--- src/sv/bihg_pkg.sv ---
// shared types, constants and crc helpers for the image header generator
// no dependencies
`default_nettype none

package bihg_pkg;

   // request kind codes
   localparam logic [1:0] KIND_PAYLOAD = 2'd0;
   localparam logic [1:0] KIND_SWITCH  = 2'd1;
   localparam logic [1:0] KIND_FINISH  = 2'd2;

   localparam int unsigned HDR_LEN = 20;
   localparam int unsigned IDX_W   = $clog2(HDR_LEN);

   // header byte positions that the emitter treats specially
   localparam logic [IDX_W-1:0] POS_HCRC_LO = IDX_W'(14);
   localparam logic [IDX_W-1:0] POS_LAST    = IDX_W'(HDR_LEN - 1);

   localparam logic [7:0] MAGIC_0      = 8'h54;
   localparam logic [7:0] MAGIC_1      = 8'h45;
   localparam logic [7:0] MAGIC_2      = 8'h4E;
   localparam logic [7:0] VERSION_BYTE = 8'h01;
   localparam logic [7:0] FLAG_LE      = 8'h04;
   localparam logic [7:0] FLAG_DATA    = 8'h02;

   localparam logic [15:0] CRC16_INIT = 16'hFFFF;
   localparam logic [15:0] CRC16_POLY = 16'h1021;
   localparam logic [31:0] CRC32_INIT = 32'hFFFF_FFFF;
   localparam logic [31:0] CRC32_POLY = 32'hEDB8_8320;

   localparam logic [15:0] LEN_MAX = 16'hFFFF;

   // snapshot handed from the front end to the header emitter
   typedef struct packed {
      logic [15:0] code_len;
      logic [15:0] data_len;
      logic [31:0] crc32;
      logic        err;
   } snap_type;

   // reflected crc-32, one byte
   function automatic logic [31:0] crc32_byte(input logic [31:0] crc, input logic [7:0] b);
      logic [31:0] c;
      c = crc ^ {24'd0, b};
      for (int k = 0; k < 8; k++) begin
         c = c[0] ? ((c >> 1) ^ CRC32_POLY) : (c >> 1);
      end
      return c;
   endfunction

   // msb-first crc-16, one byte
   function automatic logic [15:0] crc16_byte(input logic [15:0] crc, input logic [7:0] b);
      logic [15:0] c;
      c = crc ^ {b, 8'd0};
      for (int k = 0; k < 8; k++) begin
         c = c[15] ? ((c << 1) ^ CRC16_POLY) : (c << 1);
      end
      return c;
   endfunction

endpackage

`default_nettype wire

--- src/sv/bihg_hdr_emit.sv ---
// header emitter: walks the 20 header bytes, or a single zero error beat, into the result register
// depends on bihg_pkg
`default_nettype none

module bihg_hdr_emit (
   input  wire logic              clock,
   input  wire logic              reset,
   input  wire logic              start,
   input  wire bihg_pkg::snap_type snap,
   output logic                   busy,
   output logic                   rsp_valid,
   input  wire logic              rsp_stall,
   output logic [7:0]             rsp_out_byte,
   output logic                   rsp_is_last,
   output logic                   rsp_too_large
);

   logic                       active_ff;
   logic                       err_ff;
   logic [bihg_pkg::IDX_W-1:0] idx_ff;
   logic [15:0]                code_len_ff;
   logic [15:0]                data_len_ff;
   logic [31:0]                crc32_ff;
   logic [15:0]                crc16_ff;

   logic                       rsp_valid_ff;
   logic [7:0]                 out_byte_ff;
   logic                       is_last_ff;
   logic                       too_large_ff;

   logic                       load;
   logic                       last_beat;
   logic [7:0]                 hdr_byte;
   logic [7:0]                 flags;

   assign load      = active_ff && (!rsp_valid_ff || !rsp_stall);
   assign last_beat = err_ff || (idx_ff == bihg_pkg::POS_LAST);
   assign flags     = bihg_pkg::FLAG_LE | ((data_len_ff != 16'd0) ? bihg_pkg::FLAG_DATA : 8'd0);

   always_comb begin
      case (idx_ff)
         5'd0:    hdr_byte = bihg_pkg::MAGIC_0;
         5'd1:    hdr_byte = bihg_pkg::MAGIC_1;
         5'd2:    hdr_byte = bihg_pkg::MAGIC_2;
         5'd3:    hdr_byte = bihg_pkg::VERSION_BYTE;
         5'd4:    hdr_byte = bihg_pkg::VERSION_BYTE;
         5'd5:    hdr_byte = flags;
         5'd6:    hdr_byte = code_len_ff[7:0];
         5'd7:    hdr_byte = code_len_ff[15:8];
         5'd8:    hdr_byte = code_len_ff[7:0];
         5'd9:    hdr_byte = code_len_ff[15:8];
         5'd10:   hdr_byte = data_len_ff[7:0];
         5'd11:   hdr_byte = data_len_ff[15:8];
         5'd14:   hdr_byte = crc16_ff[7:0];
         5'd15:   hdr_byte = crc16_ff[15:8];
         5'd16:   hdr_byte = crc32_ff[7:0];
         5'd17:   hdr_byte = crc32_ff[15:8];
         5'd18:   hdr_byte = crc32_ff[23:16];
         5'd19:   hdr_byte = crc32_ff[31:24];
         default: hdr_byte = 8'd0;
      endcase
   end

   // control
   always_ff @(posedge clock) begin
      if (reset) begin
         active_ff    <= 1'b0;
         rsp_valid_ff <= 1'b0;
      end else begin
         if (start) begin
            active_ff <= 1'b1;
         end else if (load && last_beat) begin
            active_ff <= 1'b0;
         end
         if (load) begin
            rsp_valid_ff <= 1'b1;
         end else if (!rsp_stall) begin
            rsp_valid_ff <= 1'b0;
         end
      end
   end

   // payload
   always_ff @(posedge clock) begin
      if (start) begin
         idx_ff      <= '0;
         err_ff      <= snap.err;
         code_len_ff <= snap.code_len;
         data_len_ff <= snap.data_len;
         crc32_ff    <= snap.crc32;
         crc16_ff    <= bihg_pkg::CRC16_INIT;
      end else if (load) begin
         idx_ff <= idx_ff + 1'b1;
         // header crc covers the bytes ahead of its own field
         if (idx_ff < bihg_pkg::POS_HCRC_LO) begin
            crc16_ff <= bihg_pkg::crc16_byte(crc16_ff, hdr_byte);
         end
      end
      if (load) begin
         out_byte_ff  <= err_ff ? 8'd0 : hdr_byte;
         is_last_ff   <= last_beat;
         too_large_ff <= err_ff;
      end
   end

   assign busy          = active_ff;
   assign rsp_valid     = rsp_valid_ff;
   assign rsp_out_byte  = out_byte_ff;
   assign rsp_is_last   = is_last_ff;
   assign rsp_too_large = too_large_ff;

endmodule

`default_nettype wire

--- src/sv/binary_image_header_generator_core.sv ---
// image header generator top level: segment counters, payload crc-32, header emitter
// depends on bihg_pkg and bihg_hdr_emit
//
//   channel | direction | handshake            | beat contents
//   req_    | in        | req_valid, req_stall | req_kind, req_byte_value
//   rsp_    | out       | rsp_valid, rsp_stall | rsp_out_byte, rsp_is_last, rsp_too_large
//
// one request beat per cycle while req_stall is low; payload and switch beats drain from the input register at once
// a finish beat hands a snapshot to the emitter, which sends 20 header beats (or one error
// beat) at up to one per cycle while rsp_stall is low; payload beats keep flowing while the header goes out
// a finish beat waits in the input register while the emitter still runs the previous header
// reset (synchronous, active high) clears the input register, segment state and emitter
// rsp_stall holds the result register; req_stall rises only for a waiting finish beat
`default_nettype none

module binary_image_header_generator_core (
   input  wire logic       clock,
   input  wire logic       reset,
   input  wire logic       req_valid,
   output logic            req_stall,
   input  wire logic [1:0] req_kind,
   input  wire logic [7:0] req_byte_value,
   output logic            rsp_valid,
   input  wire logic       rsp_stall,
   output logic [7:0]      rsp_out_byte,
   output logic            rsp_is_last,
   output logic            rsp_too_large
);

   // input register
   logic        in_valid_ff;
   logic [1:0]  in_kind_ff;
   logic [7:0]  in_byte_ff;

   // segment state
   logic        data_mode_ff;
   logic [15:0] code_length_ff;
   logic [15:0] data_length_ff;
   logic        code_overflow_ff;
   logic        data_overflow_ff;
   logic [31:0] payload_crc_ff;

   logic               emit_busy;
   logic               in_take;
   logic               req_take;
   logic               finish_take;
   bihg_pkg::snap_type snap_in;

   // a finish beat must wait for the emitter, everything else drains at once
   assign in_take     = in_valid_ff && ((in_kind_ff != bihg_pkg::KIND_FINISH) || !emit_busy);
   assign req_stall   = in_valid_ff && !in_take;
   assign req_take    = req_valid && !req_stall;
   assign finish_take = in_take && (in_kind_ff == bihg_pkg::KIND_FINISH);

   always_comb begin
      snap_in.code_len = code_length_ff;
      snap_in.data_len = data_length_ff;
      snap_in.crc32    = payload_crc_ff ^ bihg_pkg::CRC32_INIT;
      snap_in.err      = code_overflow_ff || data_overflow_ff;
   end

   always_ff @(posedge clock) begin
      if (reset) begin
         in_valid_ff <= 1'b0;
      end else if (req_take) begin
         in_valid_ff <= 1'b1;
      end else if (in_take) begin
         in_valid_ff <= 1'b0;
      end
   end

   always_ff @(posedge clock) begin
      if (req_take) begin
         in_kind_ff <= req_kind;
         in_byte_ff <= req_byte_value;
      end
   end

   // segment counting and payload crc
   always_ff @(posedge clock) begin
      if (reset) begin
         data_mode_ff     <= 1'b0;
         code_length_ff   <= 16'd0;
         data_length_ff   <= 16'd0;
         code_overflow_ff <= 1'b0;
         data_overflow_ff <= 1'b0;
         payload_crc_ff   <= bihg_pkg::CRC32_INIT;
      end else if (in_take) begin
         case (in_kind_ff)
            bihg_pkg::KIND_PAYLOAD: begin
               payload_crc_ff <= bihg_pkg::crc32_byte(payload_crc_ff, in_byte_ff);
               if (data_mode_ff) begin
                  // count saturates, flag remembers the overrun
                  if (data_length_ff == bihg_pkg::LEN_MAX) begin
                     data_overflow_ff <= 1'b1;
                  end else begin
                     data_length_ff <= data_length_ff + 16'd1;
                  end
               end else begin
                  if (code_length_ff == bihg_pkg::LEN_MAX) begin
                     code_overflow_ff <= 1'b1;
                  end else begin
                     code_length_ff <= code_length_ff + 16'd1;
                  end
               end
            end
            bihg_pkg::KIND_SWITCH: begin
               data_mode_ff <= 1'b1;
            end
            bihg_pkg::KIND_FINISH: begin
               // snapshot already goes to the emitter, start fresh
               data_mode_ff     <= 1'b0;
               code_length_ff   <= 16'd0;
               data_length_ff   <= 16'd0;
               code_overflow_ff <= 1'b0;
               data_overflow_ff <= 1'b0;
               payload_crc_ff   <= bihg_pkg::CRC32_INIT;
            end
            default: begin
               // unused kind, dropped
            end
         endcase
      end
   end

   bihg_hdr_emit u_emit (
      .clock         (clock),
      .reset         (reset),
      .start         (finish_take),
      .snap          (snap_in),
      .busy          (emit_busy),
      .rsp_valid     (rsp_valid),
      .rsp_stall     (rsp_stall),
      .rsp_out_byte  (rsp_out_byte),
      .rsp_is_last   (rsp_is_last),
      .rsp_too_large (rsp_too_large)
   );

`ifndef SYNTHESIS
   // only a finish beat blocked by a running header may hold off the request side
   a_stall_cause: assert property (@(posedge clock) disable iff (reset)
      req_stall |-> (in_kind_ff == bihg_pkg::KIND_FINISH) && emit_busy)
      else $error("request stalled without a pending header run");

   // a taken finish starts the emitter and clears the segment state
   a_finish_clears: assert property (@(posedge clock) disable iff (reset)
      finish_take |=> emit_busy && (code_length_ff == 16'd0) && (data_length_ff == 16'd0)
                      && !data_mode_ff && (payload_crc_ff == bihg_pkg::CRC32_INIT))
      else $error("finish did not start a header run with cleared state");

   // error beat is a single zero beat that closes the run
   a_err_beat: assert property (@(posedge clock) disable iff (reset)
      (rsp_valid && rsp_too_large) |-> rsp_is_last && (rsp_out_byte == 8'd0))
      else $error("malformed error beat");
`endif

endmodule

`default_nettype wire
--- config.mk ---
export PLATFORM = sky130hd
export DESIGN_NAME = binary_image_header_generator_core
export DESIGN_NICKNAME = d
export VERILOG_FILES = /design/src/sv/bihg_pkg.sv /design/src/sv/bihg_hdr_emit.sv /design/src/sv/binary_image_header_generator_core.sv
export SDC_FILE = /design/constraint.sdc
export NUM_CORES = 1
export LEC_CHECK = 0
export ABC_AREA = 1
export BUFFER_PORTS_ARGS = -buffer_cell sky130_fd_sc_hd__buf_2
export CAP_MARGIN = 20
export CORE_ASPECT_RATIO = 1.4
export CORE_MARGIN = 1.5
export CORE_UTILIZATION = 60
export CTS_CLUSTER_DIAMETER = 30
export CTS_CLUSTER_SIZE = 12
export DETAILED_ROUTE_END_ITERATION = 6
export PLACE_DENSITY = 0.82
export REMOVE_ABC_BUFFERS = 1
export SLEW_MARGIN = 20
export SYNTH_ARGS = -nofsm -noshare
export SYNTH_HDL_FRONTEND = slang
export SYNTH_SLANG_ARGS = --single-unit
export TNS_END_PERCENT = 20
--- constraint.sdc ---
create_clock -name clock -period 4.9 [get_ports clock]
set_clock_uncertainty 0.05 [all_clocks]
set_input_delay 0.245 -clock clock [delete_from_list [all_inputs] [get_ports clock]]
set_output_delay 0.245 -clock clock [all_outputs]
set_load 0.01 [all_outputs]
Word level (Yosys, flattened, before mapping)
Cells that the tools add are included.
W data, S select, Z words.
{"block": "word_totals", "input_bits": 14, "word_cells": 142, "out_inout_bits": 12, "register_bits": 176}
{"block": "op_classes", "eq_ne": 29, "n_bitwise": 19, "order_cmp": 1, "n_addsub": 3, "mux": 38, "reduce_logical": 32}
{"op": "$mux W32", "n": 8}
{"op": "$pmux W8 S15", "n": 1}
{"op": "$not A13 Y14", "n": 8}
{"op": "$mux W13", "n": 8}
{"op": "$mux W16", "n": 4}
{"op": "$pmux W16 S2", "n": 2}
{"op": "$pmux W32 S2", "n": 1}
{"op": "$add A16 B1 Y16 const B", "n": 2}
{"op": "$eq A16 B16 Y1 const B", "n": 2}
{"op": "$not A32 Y32", "n": 1}
{"op": "$xor A32 B8 Y32", "n": 1}
{"op": "$eq A5 B4 Y1 const B", "n": 6}
{"op": "$not A3 Y3", "n": 8}
{"op": "$eq A5 B3 Y1 const B", "n": 4}
{"op": "$eq A5 B5 Y1 const B", "n": 4}
{"op": "$reduce_and A4 Y1", "n": 4}
{"op": "$reduce_bool A16 Y1", "n": 1}
{"op": "$xor A16 B16 Y16", "n": 1}
{"op": "$ne A2 B2 Y1 const B", "n": 7}
{"op": "$eq A5 B2 Y1 const B", "n": 2}
{"op": "$mux W1", "n": 10}
{"op": "$reduce_bool A2 Y1", "n": 4}
{"op": "$logic_and A1 B1 Y1", "n": 6}
{"op": "$pmux W1 S2", "n": 3}
{"op": "other kinds (13)", "n": 24}

Logic depth before layout (Yosys ltp)
Gate-level depths: netlist (run 1).
{"block": "logic_depth", "ltp_word": 20, "depth_mapped": 19, "depth_no_buf": 17}

Hierarchy
A second synthesis (run 1) with hierarchy kept.
{"block": "unflattened", "hier_cells": 1249, "area_unflattened_um2": 9432.8}
{"mod": "binary_image_header_generator_core", "seq_area_each_um2": 1661.6, "cells_each": 723, "area_per_inst_um2": 4747.1, "n_inst": 1}
{"mod": "bihg_hdr_emit", "seq_area_each_um2": 2712.6, "cells_each": 526, "area_per_inst_um2": 4685.7, "n_inst": 1}

Worst setup path before layout (run 1)
Ideal clock, no wire load.
{"block": "synth_path", "path_kind": "register -> register", "startpoint": "register in_kind_ff[0]", "endpoint": "register u_emit.code_len_ff[0], enable pin", "n_path_buf": 2, "path_slack_ns": 1.175, "stages_incl_launch_ff": 7, "setup_time_ns": 0.455, "synth_period_minus_slack_ns": 3.725, "t_required_ns": 4.395, "arrival_ns": 3.221, "cell_sequence": "edfxtp_1 -> inv_1 -> ha_1 -> buf_1 -> nand2_1 -> clkinv_1 -> clkbuf_1"}
{"block": "synth_via", "elab_chain_cells": 4, "elab_cells_between_ends": 5, "cone_classes": "eq/ne (2); reduce/logical (3)"}
{"element": "from (decl)", "line_no": "binary_image_header_generator_core.sv:32", "rtl": "logic [1:0] in_kind_ff;"}
{"element": "from (signal assigned)", "line_no": "binary_image_header_generator_core.sv:74", "rtl": "in_kind_ff <= req_kind;"}
{"element": "$ne A2 B2 Y1", "line_no": "binary_image_header_generator_core.sv:50", "rtl": "assign in_take = in_valid_ff && ((in_kind_ff != bihg_pkg::KIND_FINISH) || !emit_busy);"}
{"element": "$logic_or A1 B1 Y1", "line_no": "binary_image_header_generator_core.sv:50"}
{"element": "$logic_and A1 B1 Y1", "line_no": "binary_image_header_generator_core.sv:50"}
{"element": "$logic_and A1 B1 Y1 (*)", "line_no": "binary_image_header_generator_core.sv:53", "rtl": "assign finish_take = in_take && (in_kind_ff == bihg_pkg::KIND_FINISH);"}
{"element": "net finish_take", "line_no": "binary_image_header_generator_core.sv:46", "rtl": "logic finish_take;"}
{"element": "to (signal assigned)", "line_no": "bihg_hdr_emit.sv:88", "rtl": "code_len_ff <= snap.code_len;"}
{"element": "to (decl)", "line_no": "bihg_hdr_emit.sv:21", "rtl": "logic [15:0] code_len_ff;"}
Mark *: on every way through the listed nets, which the timed path passes. The rest lies on a longest branch.
A chain may end at the register's enable or synchronous reset.

Final worst setup path (run 1)
{"block": "layout_path", "startpoint": "register in_kind_ff[0]", "endpoint": "register code_length_ff[14]"}
{"block": "layout_via", "elab_chain_cells": 4, "elab_cells_between_ends": 10, "cone_classes": "eq/ne (4); mux (1); reduce/logical (5)"}
{"element": "$ne A2 B2 Y1", "line_no": "binary_image_header_generator_core.sv:50"}
{"element": "$logic_or A1 B1 Y1", "line_no": "binary_image_header_generator_core.sv:50"}
{"element": "$logic_and A1 B1 Y1", "line_no": "binary_image_header_generator_core.sv:50"}
{"element": "$reduce_and A4 Y1 (no source line)"}
{"element": "to (signal assigned)", "line_no": "binary_image_header_generator_core.sv:103", "rtl": "code_length_ff <= code_length_ff + 16'd1;"}
{"element": "to (decl)", "line_no": "binary_image_header_generator_core.sv:37", "rtl": "logic [15:0] code_length_ff;"}
Parallel ways exist; a longest one is shown, timed or not.

==> impl_results.md, run 1 <==
* Critical Path AT at 3.33 ns
* Clock slew at reported path FFs at 0.06 ns
* Final nets at approximately 1100
* Peak VDD IR at 0.265 mV
* Full die area at between 0.015 and 0.02 mm^2
* Vias in the first global route at about 6700
* Reg area at between 0.004 and 0.005 mm^2
* Static leakage at 4.28 nW
* GRT Resource Usage Total at 26.9%
* Hold Vio Cnt, Final at 0
* Worst Tran Pin Value at 0.974 ns
* # placed instances at 1254
* Largest net degree at the start of global routing at 46
* Final Worst Setup Slack at 1.84 ns
* Clock latency on the worst-skew pair at 0.44 ns
* Place WS at between 1.5 and 2 ns
* Yosys warns at 0
* CP required at 5.17 ns
* Total gr overflow at 0
* Critical path capture point type: register
* Placed standard-cell area at 0.00911 mm^2
* Routed via count at 7290
* Detailed Route WL at 20.4 mm
* HP Class: input port to register
* Die span in y at 147 um
* Max-Cap Viols at 0
* Sink Count at 176
* Slowest cell on the critical path: ha_1
* Yosys top cell by area: edfxtp_1
* CTS tree: built
* Setup Total Neg Slack at 0 ns
* Tmin final at 3.06 ns
* Logic pwr share at 22.8%
* Post-CTS Setup Bufs at 0
* Sw frac at 32.0%
* CP delay by family, top: compound AO/OA/AOI/OAI gates
* Period utilization at 62.5%
* Syn avg cell area at 8.34 um^2
* Initial Util at 61.2%
* CP Launch Type: register
* NetSw at 1.29 mW
* Drt first pass iters at 7
* Number of port buffers at 25
* Setup Viol. Count Final at 0
* Critical path type: register to register
* Antenna Nets Post-Route at 0
* Core Util, Final at 68.0%
* Status: finished, final reports clean
* First-pass GRT wire length at 32.2 mm
* Max incr delay on CP at 0.68 ns
* RSZ-0062 raised after global routing: no
* Rows at 52
* Top cells by area, synth: edfxtp_1 29%, dfxtp_1 21%, nand2_1 11%
* Slew Limit Fails at 0
* # DRC at 0
* Placer Congestion at 0.948
* Syn Inst Count at 1061
* Internal power at 2.74 mW
* Crit-path cells: inv_1 > ha_1 > o21ai_2 > a21oi_2 > nand2_2 > o21ai_2 > inv_1 > o21ai_0 > a21oi_1
* Antenna violations before repair at 0
* Fmax at roughly 330 MHz
* N_diodes at 0
* Final total power at 4.03 mW
* Placeable Area at 0.0144 mm^2
* Clock network power share at 34.3%
* Final cell count without fillers at around 1300
* Number of I/O pins at 26
* Fill cell count at 1140
* Ratio of cells with drive above 1 in the final layout at roughly an eighth
* Top cell type's share of synthesized area at 28.9%
* DP Wirelength at 14.7 mm
* Multi-input gate area at 0.00387 mm^2
* Reg power frac at 42.9%
* CP Max Fanout at 22
* Synth cell types at 44
* Area grow syn2layout at 11.0%
* Buf+Inv Stages, Crit Path at 2
* Clk buf depth at 2
* Final hold slack at between 0.02 and 0.03 ns
* Iteration-0 DRC Markers at 476
* Vias/cell at 5.63
* Post-Syn Area at between 0.008 and 0.009 mm^2
* Root buffer cell: clkbuf_16
* CTS HTree Levels at 4
* Pwr Density at 411 mW/mm^2
* Slew HR at a little over a third
* Num CTS Buffers at 17
* Die width at 106 um
* Register area share after synthesis at 49.5%
* Final Cell Area at 0.00982 mm^2
* Yosys reg bits at 176
* Per-cell routed wire length at 15.7 um
## layer usage
layer	vias to the layer above	global-route usage (%)	part of all wire, %
met1	3304	30.0	38
met4	0	17.7	5.9
met3	87	5.22	6.4
met2	311	46.5	50
met5	-	0	0
li1	3588	-	-
## synth_stat cells (all sizes together)
| master | instances |
|---|---|
| a221oi | 2 |
| o211ai | 19 |
| nor2 | 91 |
| ha | 9 |
| or2 | 5 |
| a21oi | 74 |
| dfxtp | 91 |
| nor4 | 1 |
| a31o | 1 |
| nand4 | 17 |
| edfxtp | 85 |
| nand3b | 4 |
| clkinv | 4 |
| clkbuf | 12 |
| a311oi | 3 |
| a211oi | 1 |
| nand3 | 78 |
| nand2 | 273 |
| a41oi | 1 |
| xnor2 | 18 |
| nor3b | 2 |
| o21bai | 3 |
| o21ai | 72 |
| inv | 124 |
| buf | 13 |
| xor2 | 38 |
| a31oi | 4 |
| nor3 | 16 |
## final cells by class
cell class,count,area share [%]
multi-input combinational,732,39.4
clock buffer,18,4.59
clock inverter,14,1.55
tap,189,2.41
inverter,128,4.89
sequential,176,44.6
timing repair buffer,39,2.60
## path summary, 6_finish.rpt
check / start / to / slack [ns] / depth (start not counted)
setup / recovery: in_kind_ff[0] / code_length_ff[14] / 1.84 / 9
hold / removal: req_valid / in_valid_ff / 0.03 / 3
setup reg to reg: in_kind_ff[0] / code_length_ff[14] / 1.84 / 9
hold reg to reg: code_length_ff[15] / u_emit.code_len_ff[15] / 0.39 / 0
## worst reg2reg max path, cell delays in order, from the launching register on
cell and delay, ns:
edfxtp_1 0.36, inv_1 0.09, ha_1 0.68, o21ai_2 0.47, a21oi_2 0.33, nand2_2 0.18
o21ai_2 0.40, inv_1 0.20, o21ai_0 0.13, a21oi_1 0.05
## logic make-up (layout without fill, tap and decap cells)
| group | Yosys count | count (layout) | synth area share (%) |
|---|---|---|---|
| simple gates | 487 | 487 | 25.2 |
| compound gates | 180 | 180 | 11.4 |
| buf+inv | 153 | 199 | 6.80 |
| fa+ha+maj | 9 | 9 | 1.27 |
| xor+xnor | 56 | 56 | 5.88 |
| flops | 176 | 176 | 49.5 |
## flip-flops by register name (all words and copies together), names as in the netlist, 8 cells and up
name / count
payload_crc_ff: 32
u_emit.crc32_ff: 32
code_length_ff: 16
data_length_ff: 16
u_emit.code_len_ff: 16
u_emit.crc16_ff: 16
u_emit.data_len_ff: 16
in_byte_ff: 8
u_emit.rsp_out_byte: 8
## power groups by stage
stage,sequential [mW],combinational [mW],clock [mW]
floorplan,1.73,0.707,0
global placement,1.76,0.866,0
detailed placement,1.76,0.892,0
CTS,1.73,0.907,1.39
global route,1.74,1.02,1.45
finish,1.73,0.919,1.38
## cell usage in the layout (no fill, tap or decap), types with 5 or more instances in the layout
master	count
edfxtp_1	85
nand3_1	73
nor2_1	71
nand2_2	21
nor3_1	12
dfxtp_1	91
xnor2_1	14
inv_1	114
inv_2	11
nand4_1	17
nand2_1	250
or2_2	5
nand3_2	5
o211ai_1	19
dlygate4sd3_1	10
clkbuf_16	18
o21ai_0	61
buf_2	25
xor2_1	38
nor2_2	16
o21ai_1	8
ha_1	9
a21oi_1	72
## timing repair
action | 4_1_cts | 5_1_grt
hold endpoints to repair | 10 | 0
resized for setup | 0 | 0
hold buffers | 10 | 0
Note: power is estimated with default switching activity, not from simulation.
==> run 2: changes to the inputs <==
clock period = 3 ns   (was 4.9 ns; I/O delays follow)
==> run 2 against run 1 <==
  * Worst hold slack improved by 0.019 ns
  * Cell area increased by 1.0%
  * Combinational power increased by 64%
  * Non-clock buffer count increased by 9
  * Via count decreased by 0.14%
  * Flip-flop and latch count unchanged
  * Sequential power increased by 64%
  * Critical endpoint is now u_emit.crc16_ff[13]
  * Largest power group unchanged
==> impl_results.md, run 2 (same netlist as run 1, synthesis figures left out) <==
* GRT Resource Usage Total at 29.1% (+2.2 points)
* Setup Total Neg Slack at 0 ns (unchanged)
* Iteration-0 DRC Markers at 553 (+16%)
* Die span in y at 147 um (unchanged)
* Number of port buffers at 25 (unchanged)
* DP Wirelength at 15.4 mm (+4.6%)
* Critical path type: register to register
* Slew HR at 50.1% (+15 points)
* Commonest non-fill, non-tap cells in the layout: 250 x nand2_1, 114 x inv_1, 91 x dfxtp_1
* Crit-path cells: ha_1 > inv_1 > nor2_2 > nand2_2 > nand2_4 > nand2_1 > nand2_1 > inv_2 > nand3_2 > nand2_1 > nand2_2 > nand3_1 > nand3_1 > nand3_1 > nand2_1
* CP delay by family, top: simple AND/OR/NAND/NOR gates
* M2 GR Usage at 50.8% (+4.3 points)
* Met3 Use GR at 4.87% (-0.36 points)
* Initial Util at 61.2% (unchanged)
* N_diodes at 0 (unchanged)
* Number of I/O pins at 26 (unchanged)
* Die width at 106 um (unchanged)
* First-pass GRT wire length at 34.8 mm (+7.9%)
* Place WS at 0.511 ns (-1.42 ns)
* Critical path capture point type: register
* Largest net degree at the start of global routing at 46 (unchanged)
* Max incr delay on CP at 0.41 ns (-0.27 ns)
* Vias/cell at 5.58 (-0.83%)
* Full die area at 0.0155 mm^2 (unchanged)
* Worst path most repeated cell: nand2_1
* Ratio of cells with drive above 1 in the final layout at 13.2% (+0.62 points)
* CP required at 3.32 ns (-1.85 ns)
* Tmin final at 2.59 ns (-0.471 ns)
* Post-cts resize count at 0 (unchanged)
* Drt first pass iters at 5 (-2)
* Met1 track demand over resource at 32.1% (+2.1 points)
* Num CTS Buffers at 17 (unchanged)
* Peak VDD IR at 0.388 mV (+46%)
* Pwr Density at 665 mW/mm^2 (+62%)
* Final Worst Setup Slack at 0.411 ns (-1.43 ns)
* Sw frac at 31.5% (-0.53 points)
* Static leakage at 4.33 nW (+1.3%)
* Hold Vio Cnt, Final at 0 (unchanged)
* Clock latency on the worst-skew pair at 0.44 ns (about the same)
* Global routing's busiest layer: met2
* RSZ-0062 raised after global routing: no
* Root buffer cell: clkbuf_16
* Antenna violations before repair at 0 (unchanged)
* CTS HTree Levels at 4 (unchanged)
* Max-Cap Viols at 0 (unchanged)
* CTS tree: built
* Worst Tran Pin Value at 0.747 ns (-0.226 ns)
* Buf+Inv Stages, Crit Path at 2 (unchanged)
* Leading cell type in the layout, fill and taps excluded: nand2_1
* NetSw at 2.08 mW (+61%)
* Area grow syn2layout at 12.2%
* Placer Congestion at 0.956 (+0.77%)
* HP Class: input port to register
* Total gr overflow at 0 (unchanged)
* Routed via count at 7280 (-0.14%)
* Reg power frac at 43.0% (about the same)
* Period utilization at 86.3% (+24 points)
* Critical Path AT at 2.91 ns (-0.42 ns)
* Final Cell Area at 0.00992 mm^2 (+1.0%)
* Clk buf depth at 2 (unchanged)
* Internal power at 4.52 mW (+65%)
* Logic pwr share at 22.9% (about the same)
* Sink Count at 176 (unchanged)
* Final nets at 1126 (+0.81%)
* Clock network power share at 34.1% (-0.2 points)
* CP Max Fanout at 9 (-59%)
* Detailed Route WL at 21.2 mm (+3.9%)
* Placeable Area at 0.0144 mm^2 (unchanged)
* Vias in the first global route at 7118 (+5.7%)
* # DRC at 0 (unchanged)
* Post-CTS Setup Bufs at 0 (unchanged)
* Clock slew at reported path FFs at 0.06 ns (about the same)
* Slew Limit Fails at 0 (unchanged)
* Placed standard-cell area at 0.00920 mm^2 (+0.93%)
* Per-cell routed wire length at 16.2 um (+3.2%)
* # placed instances at 1262 (+0.64%)
* Biggest regs: payload_crc_ff (32), u_emit.crc32_ff (32)
* CP Launch Type: register
* Slowest cell on the critical path: dfxtp_1
* Final cell count without fillers at 1305 (+0.69%)
* Antenna Nets Post-Route at 0 (unchanged)
* Setup Viol. Count Final at 0 (unchanged)
* Rows at 52 (unchanged)
* Fmax at 386 MHz (+18%)
* Status: finished, final reports clean
## run 2: cell types whose count changed in the layout (fill, tap and decap cells not counted), sizes merged
cell / before / now
buf: 29 / 37
inv: 130 / 129
clkinv: 8 / 6
clkbuf: 18 / 22
bufinv: 2 / 1
dlygate4sd3: 10 / 11
## run 2: power groups by stage
stage	clock network (mW)	logic [mW]	registers, mW
floorplan	0	1.15	2.83
global placement	0	1.43	2.88
detailed placement	0	1.47	2.88
CTS	2.27	1.50	2.83
global route	2.36	1.70	2.85
finish	2.25	1.51	2.84
## run 2: path summary, 6_finish.rpt
check | cells past startpoint | start | end | slack [ns]
setup reg to reg | 15 | u_emit.idx_ff[0] | u_emit.crc16_ff[13] | 0.41
hold / removal | 3 | rsp_stall | u_emit.rsp_valid | 0.05
hold reg to reg | 0 | code_length_ff[15] | u_emit.code_len_ff[15] | 0.39
setup / recovery | 15 | u_emit.idx_ff[0] | u_emit.crc16_ff[13] | 0.41
## run 2: per-stage QoR
stage          power [mW]  hold slack (ns)  util, %
2_1_floorplan        3.98            0.169        -
3_3_place_gp         4.31            0.277     63.7
3_5_place_dp         4.35            0.278     63.7
4_1_cts              6.60           0.0564     68.7
5_1_grt              6.92           0.0622     68.7
6_report             6.59           0.0486     68.7
## run 2: area by class of cell
cell class / count / area (um^2)
multi-input combinational: 732 / 3870
timing repair buffer: 48 / 350
inverter: 128 / 480
sequential: 176 / 4370
tap: 189 / 236
fill: 1165 / 4520
clock inverter: 10 / 91.3
clock buffer: 22 / 518
## run 2: worst register-to-register path: stages (launching register included)
cell and delay [ns]:
dfxtp_1 0.41, ha_1 0.41, inv_1 0.12, nor2_2 0.33, nand2_2 0.13, nand2_4 0.13, nand2_1 0.06, nand2_1 0.08
inv_2 0.08, nand3_2 0.08, nand2_1 0.06, nand2_2 0.12, nand3_1 0.20, nand3_1 0.13, nand3_1 0.08, nand2_1 0.06
## run 2: repair_timing
action	CTS	global route
setup endpoints to repair	0	0
hold buffers	11	0
endpoints found under the hold margin	11	0
## run 2: layer usage
layer,part of all wire (%),wire [um],up-vias
met4,5.9,1250,0
met3,5.3,1110,81
met1,37,7900,3324
met2,52,10900,275
li1,-,-,3600
met5,0,0,-
